File: src/hbrp_pkg.sv
package hbrp_pkg;

  localparam int unsigned TOK_DEPTH = 2;
  localparam int unsigned PFX_LEN = 6;
  localparam int unsigned PFX_IDX_W = 3;

  localparam logic [7:0] UNIT_TEXT [PFX_LEN] = '{8'h62, 8'h79, 8'h74, 8'h65, 8'h73, 8'h3d};

  localparam logic [7:0] CH_SPACE = 8'h20;
  localparam logic [7:0] CH_DASH = 8'h2d;
  localparam logic [7:0] CH_ZERO = 8'h30;
  localparam logic [7:0] CH_NINE = 8'h39;
  localparam logic [7:0] CH_UPPER_A = 8'h41;
  localparam logic [7:0] CH_UPPER_Z = 8'h5a;
  localparam logic [7:0] CASE_OFFSET = 8'h20;

  typedef enum logic [2:0] {
    PH_PREFIX,
    PH_LEAD,
    PH_FIRST,
    PH_LAST,
    PH_TRAIL
  } phase_e;

  typedef enum logic [2:0] {
    TOK_DIGIT,
    TOK_DASH,
    TOK_SPACE,
    TOK_OTHER,
    TOK_END
  } tok_kind_e;

  typedef enum logic [1:0] {
    ST_IGNORE = 2'd0,
    ST_OK     = 2'd1,
    ST_UNSAT  = 2'd2
  } status_e;

  typedef struct packed {
    tok_kind_e           kind;
    logic [3:0]          digit;
    logic [PFX_LEN-1:0]  pfx_hit;
    logic [31:0]         size;
  } tok_t;

endpackage

File: src/hbrp_front.sv
module hbrp_front
  import hbrp_pkg::*;
(
  input  logic [7:0]  header_char_i,
  input  logic        terminator_i,
  input  logic [31:0] resource_size_i,
  output tok_t        tok_o
);

  logic [7:0] lower;
  logic       is_digit;

  always_comb begin
    lower = header_char_i;
    if (header_char_i >= CH_UPPER_A && header_char_i <= CH_UPPER_Z) begin
      lower = header_char_i + CASE_OFFSET;
    end
    is_digit = (header_char_i >= CH_ZERO) && (header_char_i <= CH_NINE);
  end

  always_comb begin
    tok_o.digit = header_char_i[3:0];
    tok_o.size = resource_size_i;
    for (int k = 0; k < PFX_LEN; k++) begin
      tok_o.pfx_hit[k] = (lower == UNIT_TEXT[k]);
    end
    priority if (terminator_i) begin
      tok_o.kind = TOK_END;
    end else if (is_digit) begin
      tok_o.kind = TOK_DIGIT;
    end else if (header_char_i == CH_DASH) begin
      tok_o.kind = TOK_DASH;
    end else if (header_char_i == CH_SPACE) begin
      tok_o.kind = TOK_SPACE;
    end else begin
      tok_o.kind = TOK_OTHER;
    end
  end

endmodule

File: src/hbrp_fifo.sv
module hbrp_fifo
  import hbrp_pkg::*;
(
  input  logic clk_i,
  input  logic rst_ni,
  input  logic wr_i,
  input  tok_t wr_tok_i,
  output logic full_o,
  input  logic rd_i,
  output logic empty_o,
  output tok_t rd_tok_o
);

  localparam int unsigned PTR_W = (TOK_DEPTH > 1) ? $clog2(TOK_DEPTH) : 1;
  localparam int unsigned CNT_W = $clog2(TOK_DEPTH + 1);

  tok_t             mem_q [TOK_DEPTH];
  logic [PTR_W-1:0] wr_ptr_q, wr_ptr_d;
  logic [PTR_W-1:0] rd_ptr_q, rd_ptr_d;
  logic [CNT_W-1:0] cnt_q, cnt_d;
  logic             do_wr, do_rd;

  assign full_o = (cnt_q == CNT_W'(TOK_DEPTH));
  assign empty_o = (cnt_q == '0);
  assign rd_tok_o = mem_q[rd_ptr_q];
  assign do_wr = wr_i && !full_o;
  assign do_rd = rd_i && !empty_o;

  always_comb begin
    wr_ptr_d = wr_ptr_q;
    rd_ptr_d = rd_ptr_q;
    cnt_d = cnt_q;
    if (do_wr) begin
      wr_ptr_d = (wr_ptr_q == PTR_W'(TOK_DEPTH - 1)) ? '0 : wr_ptr_q + 1'b1;
    end
    if (do_rd) begin
      rd_ptr_d = (rd_ptr_q == PTR_W'(TOK_DEPTH - 1)) ? '0 : rd_ptr_q + 1'b1;
    end
    if (do_wr && !do_rd) begin
      cnt_d = cnt_q + 1'b1;
    end else if (do_rd && !do_wr) begin
      cnt_d = cnt_q - 1'b1;
    end
  end

  always_ff @(posedge clk_i or negedge rst_ni) begin
    if (!rst_ni) begin
      wr_ptr_q <= '0;
      rd_ptr_q <= '0;
      cnt_q <= '0;
    end else begin
      wr_ptr_q <= wr_ptr_d;
      rd_ptr_q <= rd_ptr_d;
      cnt_q <= cnt_d;
    end
  end

  always_ff @(posedge clk_i) begin
    if (do_wr) begin
      mem_q[wr_ptr_q] <= wr_tok_i;
    end
  end

endmodule

File: src/hbrp_back.sv
module hbrp_back
  import hbrp_pkg::*;
#(
  parameter int unsigned POS_BITS = 32
) (
  input  logic        clk_i,
  input  logic        rst_ni,
  input  logic        tok_valid_i,
  input  tok_t        tok_i,
  output logic        tok_take_o,
  input  logic        pop_i,
  output logic        out_valid_o,
  output logic [1:0]  range_status_o,
  output logic [31:0] range_first_o,
  output logic [31:0] range_last_o
);

  typedef logic [POS_BITS-1:0] pos_t;

  phase_e               phase_q, phase_d;
  logic [PFX_IDX_W-1:0] pfx_idx_q, pfx_idx_d;
  pos_t                 first_acc_q, first_acc_d;
  pos_t                 last_acc_q, last_acc_d;
  logic                 saw_first_q, saw_first_d;
  logic                 saw_last_q, saw_last_d;
  logic                 malformed_q, malformed_d;
  logic                 out_valid_q, out_valid_d;
  status_e              status_q, status_d;
  pos_t                 res_first_q, res_first_d;
  pos_t                 res_last_q, res_last_d;

  logic    is_end;
  logic    take_char;
  logic    pfx_ok;
  pos_t    size;
  pos_t    size_m1;
  status_e calc_status;
  pos_t    calc_first;
  pos_t    calc_last;

  function automatic pos_t acc_digit(input pos_t acc, input logic [3:0] d);
    logic [POS_BITS+3:0] ext;
    logic [POS_BITS+3:0] wide;
    ext = {4'b0, acc};
    wide = (ext << 3) + (ext << 1) + {{POS_BITS{1'b0}}, d};
    if (wide[POS_BITS+3:POS_BITS] != 4'b0) begin
      return '1;
    end
    return wide[POS_BITS-1:0];
  endfunction

  assign is_end = (tok_i.kind == TOK_END);
  assign tok_take_o = tok_valid_i && (!is_end || !out_valid_q || pop_i);
  assign take_char = tok_take_o && !is_end && !malformed_q;
  assign pfx_ok = (pfx_idx_q < PFX_IDX_W'(PFX_LEN)) && tok_i.pfx_hit[pfx_idx_q];
  assign size = POS_BITS'(tok_i.size);
  assign size_m1 = size - 1'b1;

  always_comb begin
    phase_d = phase_q;
    if (tok_take_o && is_end) begin
      phase_d = PH_PREFIX;
    end else if (take_char) begin
      unique case (phase_q)
        PH_PREFIX: begin
          if (pfx_ok && pfx_idx_q == PFX_IDX_W'(PFX_LEN - 1)) begin
            phase_d = PH_LEAD;
          end
        end
        PH_LEAD: begin
          if (tok_i.kind == TOK_DIGIT) begin
            phase_d = PH_FIRST;
          end else if (tok_i.kind == TOK_DASH) begin
            phase_d = PH_LAST;
          end
        end
        PH_FIRST: begin
          if (tok_i.kind == TOK_DASH) begin
            phase_d = PH_LAST;
          end
        end
        PH_LAST: begin
          if (tok_i.kind == TOK_SPACE) begin
            phase_d = PH_TRAIL;
          end
        end
        default: begin
          phase_d = phase_q;
        end
      endcase
    end
  end

  always_comb begin
    pfx_idx_d = pfx_idx_q;
    first_acc_d = first_acc_q;
    last_acc_d = last_acc_q;
    saw_first_d = saw_first_q;
    saw_last_d = saw_last_q;
    malformed_d = malformed_q;
    if (tok_take_o && is_end) begin
      pfx_idx_d = '0;
      first_acc_d = '0;
      last_acc_d = '0;
      saw_first_d = 1'b0;
      saw_last_d = 1'b0;
      malformed_d = 1'b0;
    end else if (take_char) begin
      unique case (phase_q)
        PH_PREFIX: begin
          if (pfx_ok) begin
            pfx_idx_d = pfx_idx_q + 1'b1;
          end else begin
            malformed_d = 1'b1;
          end
        end
        PH_LEAD: begin
          if (tok_i.kind == TOK_DIGIT) begin
            saw_first_d = 1'b1;
            first_acc_d = acc_digit(first_acc_q, tok_i.digit);
          end else if (tok_i.kind != TOK_SPACE && tok_i.kind != TOK_DASH) begin
            malformed_d = 1'b1;
          end
        end
        PH_FIRST: begin
          if (tok_i.kind == TOK_DIGIT) begin
            first_acc_d = acc_digit(first_acc_q, tok_i.digit);
          end else if (tok_i.kind != TOK_DASH) begin
            malformed_d = 1'b1;
          end
        end
        PH_LAST: begin
          if (tok_i.kind == TOK_DIGIT) begin
            saw_last_d = 1'b1;
            last_acc_d = acc_digit(last_acc_q, tok_i.digit);
          end else if (tok_i.kind != TOK_SPACE) begin
            malformed_d = 1'b1;
          end
        end
        default: begin
          if (tok_i.kind != TOK_SPACE) begin
            malformed_d = 1'b1;
          end
        end
      endcase
    end
  end

  always_comb begin
    calc_status = ST_IGNORE;
    calc_first = '0;
    calc_last = '0;
    if (!malformed_q && (phase_q == PH_LAST || phase_q == PH_TRAIL)) begin
      if (!saw_first_q) begin
        if (!saw_last_q || last_acc_q == '0 || size == '0) begin
          calc_status = ST_UNSAT;
        end else begin
          calc_status = ST_OK;
          calc_first = (last_acc_q >= size) ? '0 : size - last_acc_q;
          calc_last = size_m1;
        end
      end else if (first_acc_q >= size) begin
        calc_status = ST_UNSAT;
      end else begin
        calc_first = first_acc_q;
        calc_last = (!saw_last_q || last_acc_q >= size) ? size_m1 : last_acc_q;
        calc_status = (calc_first > calc_last) ? ST_UNSAT : ST_OK;
      end
    end
    if (calc_status != ST_OK) begin
      calc_first = '0;
      calc_last = '0;
    end
  end

  always_comb begin
    out_valid_d = out_valid_q;
    status_d = status_q;
    res_first_d = res_first_q;
    res_last_d = res_last_q;
    if (pop_i) begin
      out_valid_d = 1'b0;
    end
    if (tok_take_o && is_end) begin
      out_valid_d = 1'b1;
      status_d = calc_status;
      res_first_d = calc_first;
      res_last_d = calc_last;
    end
  end

  always_ff @(posedge clk_i or negedge rst_ni) begin
    if (!rst_ni) begin
      phase_q <= PH_PREFIX;
      pfx_idx_q <= '0;
      first_acc_q <= '0;
      last_acc_q <= '0;
      saw_first_q <= 1'b0;
      saw_last_q <= 1'b0;
      malformed_q <= 1'b0;
      out_valid_q <= 1'b0;
    end else begin
      phase_q <= phase_d;
      pfx_idx_q <= pfx_idx_d;
      first_acc_q <= first_acc_d;
      last_acc_q <= last_acc_d;
      saw_first_q <= saw_first_d;
      saw_last_q <= saw_last_d;
      malformed_q <= malformed_d;
      out_valid_q <= out_valid_d;
    end
  end

  always_ff @(posedge clk_i) begin
    status_q <= status_d;
    res_first_q <= res_first_d;
    res_last_q <= res_last_d;
  end

  assign out_valid_o = out_valid_q;
  assign range_status_o = status_q;
  assign range_first_o = 32'(res_first_q);
  assign range_last_o = 32'(res_last_q);

endmodule

File: src/http_byte_range_parser_top.sv
// Throughput: one beat per cycle on the input side while full is low, with no bubbles between headers.
// A terminator beat is first written into the token queue; the parser then loads its result into the
// result register and empty goes low, unless a stalled result side keeps the token in the queue.
// A two-entry token queue separates the classifier from the parser, and a one-entry result
// register separates the parser from the result side.
// Reset is asynchronous and active low; it empties both queues and restarts prefix matching.
module http_byte_range_parser_top
  import hbrp_pkg::*;
#(
  parameter int unsigned POS_BITS = 32
) (
  input  logic        clk_i,
  input  logic        rst_ni,
  input  logic        push,
  output logic        full,
  input  logic [7:0]  header_char_i,
  input  logic        terminator_i,
  input  logic [31:0] resource_size_i,
  output logic        empty,
  input  logic        pop,
  output logic [1:0]  range_status_o,
  output logic [31:0] range_first_o,
  output logic [31:0] range_last_o
);

  tok_t front_tok;
  tok_t head_tok;
  logic fifo_empty;
  logic tok_take;
  logic out_valid;

  hbrp_front u_front (
    .header_char_i   (header_char_i),
    .terminator_i    (terminator_i),
    .resource_size_i (resource_size_i),
    .tok_o           (front_tok)
  );

  hbrp_fifo u_fifo (
    .clk_i    (clk_i),
    .rst_ni   (rst_ni),
    .wr_i     (push),
    .wr_tok_i (front_tok),
    .full_o   (full),
    .rd_i     (tok_take),
    .empty_o  (fifo_empty),
    .rd_tok_o (head_tok)
  );

  hbrp_back #(
    .POS_BITS (POS_BITS)
  ) u_back (
    .clk_i          (clk_i),
    .rst_ni         (rst_ni),
    .tok_valid_i    (!fifo_empty),
    .tok_i          (head_tok),
    .tok_take_o     (tok_take),
    .pop_i          (pop && out_valid),
    .out_valid_o    (out_valid),
    .range_status_o (range_status_o),
    .range_first_o  (range_first_o),
    .range_last_o   (range_last_o)
  );

  assign empty = !out_valid;

endmodule
File: config.mk
export PLATFORM = sky130hd
export DESIGN_NAME = http_byte_range_parser_top
export DESIGN_NICKNAME = d
export VERILOG_FILES = /design/src/hbrp_pkg.sv /design/src/hbrp_front.sv /design/src/hbrp_fifo.sv /design/src/hbrp_back.sv /design/src/http_byte_range_parser_top.sv
export SDC_FILE = /design/constraint.sdc
export NUM_CORES = 1
export LEC_CHECK = 0
export ABC_CLOCK_PERIOD_IN_PS = 8800
export BUFFER_PORTS_ARGS = -buffer_cell sky130_fd_sc_hd__buf_4
export CELL_PAD_IN_SITES_DETAIL_PLACEMENT = 1
export CELL_PAD_IN_SITES_GLOBAL_PLACEMENT = 1
export CORE_ASPECT_RATIO = 1.1
export CORE_UTILIZATION = 40
export DETAILED_ROUTE_END_ITERATION = 16
export MAX_ROUTING_LAYER = met4
export PLACE_DENSITY_LB_ADDON = 0.1
export SLEW_MARGIN = 20
export SYNTH_ARGS = -nofsm -noshare
export SYNTH_HDL_FRONTEND = slang
export SYNTH_SLANG_ARGS = --single-unit
export TNS_END_PERCENT = 50
File: constraint.sdc
create_clock -name clk_i -period 8.8 [get_ports clk_i]
set_clock_uncertainty 0.05 [all_clocks]
set_input_delay 0.44 -clock clk_i [delete_from_list [all_inputs] [get_ports clk_i]]
set_output_delay 0.44 -clock clk_i [all_outputs]
set_load 0.01 [all_outputs]
; ---- Word level (Yosys, flattened, before mapping)
; Memories as Yosys holds them, arrays and structs flattened.
; Cells that the tools add are included.
[totals]
ff_bits = 144
latch_bits = 0
ram_bits = 90
mem_bits_ro = 0
in_bits = 45
output_inout_bits = 68
word_cells = 203
memories = 1
[classes]
add_sub_neg = 12
n_mul = 0
div_mod_pow = 0
magnitude_cmp = 9
n_eq_ne = 30
n_shift = 0
muxes = 83
bitwise_logic = 1
reduce_logical = 53
[mem_list]
columns = name, depth, word_bits, rd, rd_clocked_by_memory_dff, wr, line_no
row1 = u_fifo.mem_q, 2, 45, 1, 0, 1, hbrp_fifo.sv:17  ; tok_t mem_q [TOK_DEPTH];
[op_table]
columns = cell, count
row1 = two-way mux 32 bit, 21
row2 = adder 35 x 33 -> 36 bit, 2
row3 = adder 36 x 4 -> 36 bit, 2
row4 = >= comparator 32 bit, 2
row5 = zero test 32 bit, 2
row6 = case mux 32 bit (2 select lines), 1
row7 = == test 8 x 7 -> 1 bit (second input constant), 5
row8 = two-way mux 3 bit, 13
row9 = two-way mux 1 bit, 37
row10 = greater-than comparator 32 bit, 1
row11 = subtractor 32 x 1 -> 32 bit (second input constant), 1
row12 = subtractor 32 bit, 1
row13 = == test 8 x 6 -> 1 bit (second input constant), 3
row14 = != test 3 x 1 -> 1 bit (second input constant), 6
row15 = nonzero test 2 bit, 8
row16 = logical AND 1 bit, 15
row17 = two-way mux 2 bit, 7
row18 = != test 3 bit (second input constant), 4
row19 = case mux 3 bit (4 select lines), 1
row20 = == test 3 x 2 -> 1 bit (second input constant), 3
row21 = == test 3 bit (second input constant), 3
row22 = AND reduction 3 bit, 3
row23 = adder 8 x 6 -> 8 bit (second input constant), 1
row24 = >= comparator 8 x 6 -> 1 bit (second input constant), 1
row25 = other kinds (27), 45

; ---- Longest topological paths before layout
; An unclocked memory read counts as a cell.
[logic_depth]
word_depth = 15
ltp_mapped = 34

; ---- Cells and area by module
; A second synthesis with hierarchy kept.
[hier_totals]
cells_unflattened = 1925
area_unflattened_um2 = 18649.1
[modules_own_cells]
columns = mod, instances, cells_each, area_per_inst_um2, seq_area_each_um2
row1 = hbrp_back, 1, 1690, 14463.9, 3833.7
row2 = hbrp_fifo, 1, 159, 3643.5, 2802.7
row3 = hbrp_front, 1, 73, 528.0, 0.0
row4 = http_byte_range_parser_top, 1, 3, 13.8, 0.0

; ---- Worst setup path before layout
; OpenSTA, ideal clock, no wires.
[synth_timing]
kind = flip-flop to flip-flop
from = register u_fifo.rd_ptr_q
to = register u_back.res_last_q[0] (netlist: u_back.range_last_o[0]) (data pin)
setup_time_ns = 0.256
arrival_ns = 6.349
path_slack_ns = 2.144
path_stages_with_launch = 32
path_buffers = 10
cell_sequence = dfrtp_1 -> buf_6 -> buf_6 -> buf_6 -> buf_6 -> buf_2 -> buf_1 -> mux2i_1 -> inv_1 -> ha_1 -> nand4_1 -> o211a_1 -> o41ai_2 -> a211oi_1 -> a31oi_1 -> nand2_1 -> clkbuf_1 -> nor2_1 -> a21oi_1 -> ha_1 -> and3_1 -> nand3_1 -> or4_1 -> a31o_2 -> a21oi_2 -> nor2_1 -> and2_1 -> clkbuf_1 -> nor2b_1 -> buf_2 -> buf_2 -> a22o_1
[synth_via]
elab_chain_cells = 11
[synth_lines]
columns = item, line_no
row1 = start: declaration, hbrp_fifo.sv:19  ; logic [PTR_W-1:0] rd_ptr_q, rd_ptr_d;
row2 = start signal: assignment, hbrp_fifo.sv:53  ; rd_ptr_q <= rd_ptr_d;
row3 = memory (2 x 45 bit) (*), --
row4 = >= comparator 32 bit, hbrp_back.sv:166  ; calc_last = (!saw_last_q || last_acc_q >= size) ? size_m1 : last_acc_q;
row5 = logical OR 1 bit, hbrp_back.sv:166
row6 = two-way mux 32 bit, hbrp_back.sv:166
row7 = greater-than comparator 32 bit, hbrp_back.sv:167  ; calc_status = (calc_first > calc_last) ? ST_UNSAT : ST_OK;
row8 = two-way mux 2 bit, hbrp_back.sv:167
row9 = two-way mux 2 bit, hbrp_back.sv:162  ; end else if (first_acc_q >= size) begin
row10 = two-way mux 2 bit, hbrp_back.sv:154  ; if (!saw_first_q) begin
row11 = two-way mux 2 bit, hbrp_back.sv:153  ; if (!malformed_q && (phase_q == PH_LAST || phase_q == PH_TRAIL)) begin
row12 = != test 2 x 1 -> 1 bit, hbrp_back.sv:170  ; if (calc_status != ST_OK) begin
row13 = OR reduction 2 bit (no line), --
row14 = end signal: assignment, hbrp_back.sv:217  ; res_last_q <= res_last_d;
row15 = end: declaration, hbrp_back.sv:30  ; pos_t res_last_q, res_last_d;
; Every way passes the cells marked *; elsewhere a longest branch is shown, timed or not.
; A chain may end at the register's enable or synchronous reset.

; ---- Worst setup path in the final report
[layout_timing]
from = register u_fifo.rd_ptr_q
to = register u_back.res_last_q[6] (netlist: u_back.range_last_o[6]) (data pin)
; Same word-level chain as after synthesis.

==> metrics.md <==
| Metric | Value |
|---|---|
| PostCTS Resize Cnt | `0` |
| Leakage | `9.040 nW` |
| Cell area after synthesis | `around 18000 um2` |
| Vias in the first global route | `16130` |
| Hold endpoint | `u_fifo.mem_q[1][23]` |
| Clk slew on worst S/H paths | `approximately 0.06 ns` |
| Syn-to-layout area delta | `14.38%` |
| PwrDens | `between 200 and 250 nW/um2` |
| Max cap viols | `0` |
| GP Congestion | `0.9398` |
| Worst setup EP type | `flop` |
| Syn Area/Cell | `9.484 um2` |
| # DRC | `0` |
| Layout Nets | `2304` |
| I/O pin count | `113` |
| Status | `completed` |
| Minimum hold slack | `between 0.006 and 0.007 ns` |
| Post-synth EDFFs | `156` |
| Setup TNS | `0 ns` |
| Layout cells sized above 1 | `between 10% and 20%` |
| Critical Path AT | `approximately 8.2 ns` |
| Root Driver | `clkbuf_16` |
| Max-slew violation count | `0` |
| Worst hold path class | `in2reg` |
| Most common cell in the netlist | `a21oi_1` |
| R2R Path End | `u_back.range_last_o[6]` |
| Port Buffers | `between 100 and 150` |
| GRT overflow | `0` |
| Maximum clock path buffer count | `3` |
| CTS tree | `built` |
| Vias per cell | `between 5 and 6` |
| CTS sink count | `around 230` |
| Crit path required time | `slightly above 9 ns` |
| Dominant synthesized flop cell | `edfxtp_1` |
| Max Fclk | `~130 MHz` |
| Design Area, Final | `~21000 um2` |
| Final cell count without fillers | `around 2600` |
| Synth top area share | `25.79%` |
| Reg2Reg Depth | `25` |
| Die height | `225.5 um` |
| Placed Cells incl. Taps | `roughly 2600` |
| Initial Utilization | `around two fifths` |
| Seq cells post-synth | `about 230` |
| First-pass GRT wire length | `around 89000 um` |
| Core box area | `around 45000 um2` |
| DR pass1 iterations | `5` |
| Final wirelength | `57150 um` |
| Antenna cells | `0` |
| # setup viols final | `0` |
| DR WL/cell | `roughly 22 um` |
| DP Area | `about 20000 um2` |
| Site Rows | `81` |
| Cell count after synthesis | `between 1500 and 2000` |
| Slew @ Worst Pin | `roughly 0.97 ns` |
| Die area | `between 40000 and 50000 um2` |
| Hold Path Cell Cnt | `1` |
| DRT iter0 DRCs | `approximately 750` |
| Total GRT Usage | `between 20% and 30%` |
| Final Critical Period | `7.800 ns` |
| Via Count | `15350` |
| DP Wirelength | `approximately 44000 um` |
| Critical R2R Launch | `u_fifo.rd_ptr_q` |
| Largest net degree at the start of global routing | `67` |
| ANT nets after route | `0` |
| Critical path class | `reg2reg` |
| Initial antenna violation count | `0` |
| Synthesized Nets | `around 2200` |
| Synth warn | `0` |
| Final Hold Vio Count | `0` |
| Startpoint Class | `flop` |
| Area leader, netlist | `edfxtp_1` |
| Seq/Total Area, Yosys | `roughly 37%` |
| Synth cell types | `83` |
| Maximum VDD drop | `around 0.26 mV` |
| DIE WIDTH | `~210 um` |
| Share of flip-flops with an asynchronous set or reset | `33.33%` |
| RSZ-0062 raised after global routing | `no` |
| Htree depth | `1` |
| Crit path max fanout | `53` |
| Largest cells by area after synthesis | `edfxtp_1 26%, ha_1 16%, dfrtp_1 11%, a21oi_1 8.1%, xnor2_1 3.9%` |
| Worst-Skew Late Latency | `about 0.6 ns` |
| Final period util | `~89%` |
| Top cells by count, synth | `295 x a21oi_1, 229 x ha_1, 156 x edfxtp_1` |
| Hold Crit Start | `resource_size_i[23]` |
| Num CTS Buffers | `29` |
| Flop-to-flop setup slack | `between 1 and 1.5 ns` |
| Worst slew margin | `a little over a third` |
-- sequential cells by signal (all words and copies together) (netlist names) --
signal	count
u_back.range_status_o	2
u_back.malformed_q	1
u_back.out_valid_o	1
u_fifo.wr_ptr_q	1
u_back.range_first_o	32
u_back.first_acc_q	32
u_back.range_last_o	32
u_back.saw_last_q	1
u_back.last_acc_q	32
u_back.phase_q	3
u_fifo.mem_q	90
u_fifo.cnt_q	2
u_back.saw_first_q	1
u_fifo.rd_ptr_q	1
u_back.pfx_idx_q	3
-- per-layer routing --
metal | wire length, um | global-route usage (%)
met2 | 28320 | 43.89
met5 | 0 | -
met4 | 1463 | 6.977
met1 | 25590 | 31.89
met3 | 1779 | 2.212
-- stage by stage --
| step | setup slack [ns] | power, mW | utilization [%] |
|---|---|---|---|
| floorplan | 2.144 | 2.825 | - |
| global placement | 1.293 | 3.343 | 43.91 |
| detailed placement | 1.046 | 3.408 | 43.91 |
| CTS | 1.027 | 4.645 | 46.53 |
| global route | 0.5050 | 4.892 | 46.59 |
| finish | 1.000 | 4.616 | 46.59 |
-- how the worst max path moves through the flow --
stage,startpoint,to,slack (ns),cells past startpoint
3_5_place_dp,u_fifo.rd_ptr_q,u_back.range_last_o[6],1.05,25
6_report,u_fifo.rd_ptr_q,u_back.range_last_o[6],1.00,25
3_3_place_gp,u_fifo.rd_ptr_q,u_back.range_last_o[3],1.29,25
4_1_cts,u_fifo.rd_ptr_q,u_back.range_last_o[17],1.03,25
5_1_grt,u_fifo.rd_ptr_q,u_back.range_last_o[5],0.50,25
2_1_floorplan,u_fifo.rd_ptr_q,u_back.range_last_o[0],2.14,31
-- report_power, final --
part	switching (mW)	internal (mW)	total [mW]
combinational	1.14	0.733	1.88
clock	0.507	0.712	1.22
sequential	0.138	1.38	1.52
total	1.79	2.83	4.62
-- cell families after synthesis --
family,count (synthesis),synth area share [%]
AND/OR/NAND/NOR,477,13.15
buffers and inverters,175,3.968
AO/OA/AOI/OAI,628,21.40
multiplexers,45,2.728
XOR/XNOR,122,5.883
flip-flops,234,36.54
adder cells (fa/ha/maj),234,16.33
-- layout by cell type (no fill, tap or decap), types with 7 or more instances in the layout --
cell / n
nor4_1: 15
clkbuf_16: 29
nor2_1: 153
a22oi_1: 27
or3_1: 7
nor3_1: 28
nor2b_1: 22
mux2i_1: 36
a21o_1: 50
nor3b_1: 12
o21ai_0: 79
nand2b_1: 17
dfrtp_1: 77
a211oi_1: 10
nand2_1: 102
xnor2_1: 80
inv_1: 99
and3_1: 11
nand3_1: 32
o211ai_1: 7
a22o_1: 37
buf_4: 130
o21a_1: 16
xor2_1: 42
a31oi_1: 14
a21oi_1: 294
and2_1: 7
nand4_1: 30
or2_2: 7
clkinv_2: 7
o21bai_1: 23
dlygate4sd3_1: 22
edfxtp_1: 156
ha_1: 229
-- critical path: stages (launching register included) --
cell and delay [ns]:
dfrtp_4 0.87, buf_4 0.43, mux2i_1 0.50, inv_1 0.09
ha_1 0.40, and3_1 0.24, nand4_1 0.16, or3_1 0.43
o21ai_0 0.19, a211oi_1 0.06, a31oi_1 0.27, nand2_2 0.60
buf_4 0.42, nor2_1 0.10, a21oi_1 0.05, ha_1 0.30
a21o_1 0.16, a21oi_1 0.26, o211ai_1 0.14, a221oi_1 0.39
a21oi_2 0.11, nor2_1 0.16, o21ai_2 0.09, nor2_2 0.59
buf_4 0.38, a22o_1 0.18
-- cell type report --
class / count / area [um2]
Sequential cell: 234 / 6640
Inverter: 101 / 380.4
Clock buffer: 36 / 772.0
Clock inverter: 18 / 186.4
Timing Repair Buffer: 153 / 1207
Multi-Input combinational cell: 1506 / 10860
Fill cell: 5119 / 23820
Tap cell: 581 / 726.9
-- timing repair --
item | CTS | global route
buffers inserted | 0 | 0
hold buffers | 21 | 1
hold endpoints to repair | 59 | 1
setup endpoints to repair | 0 | 0
Power figures use the tool's default switching activity.
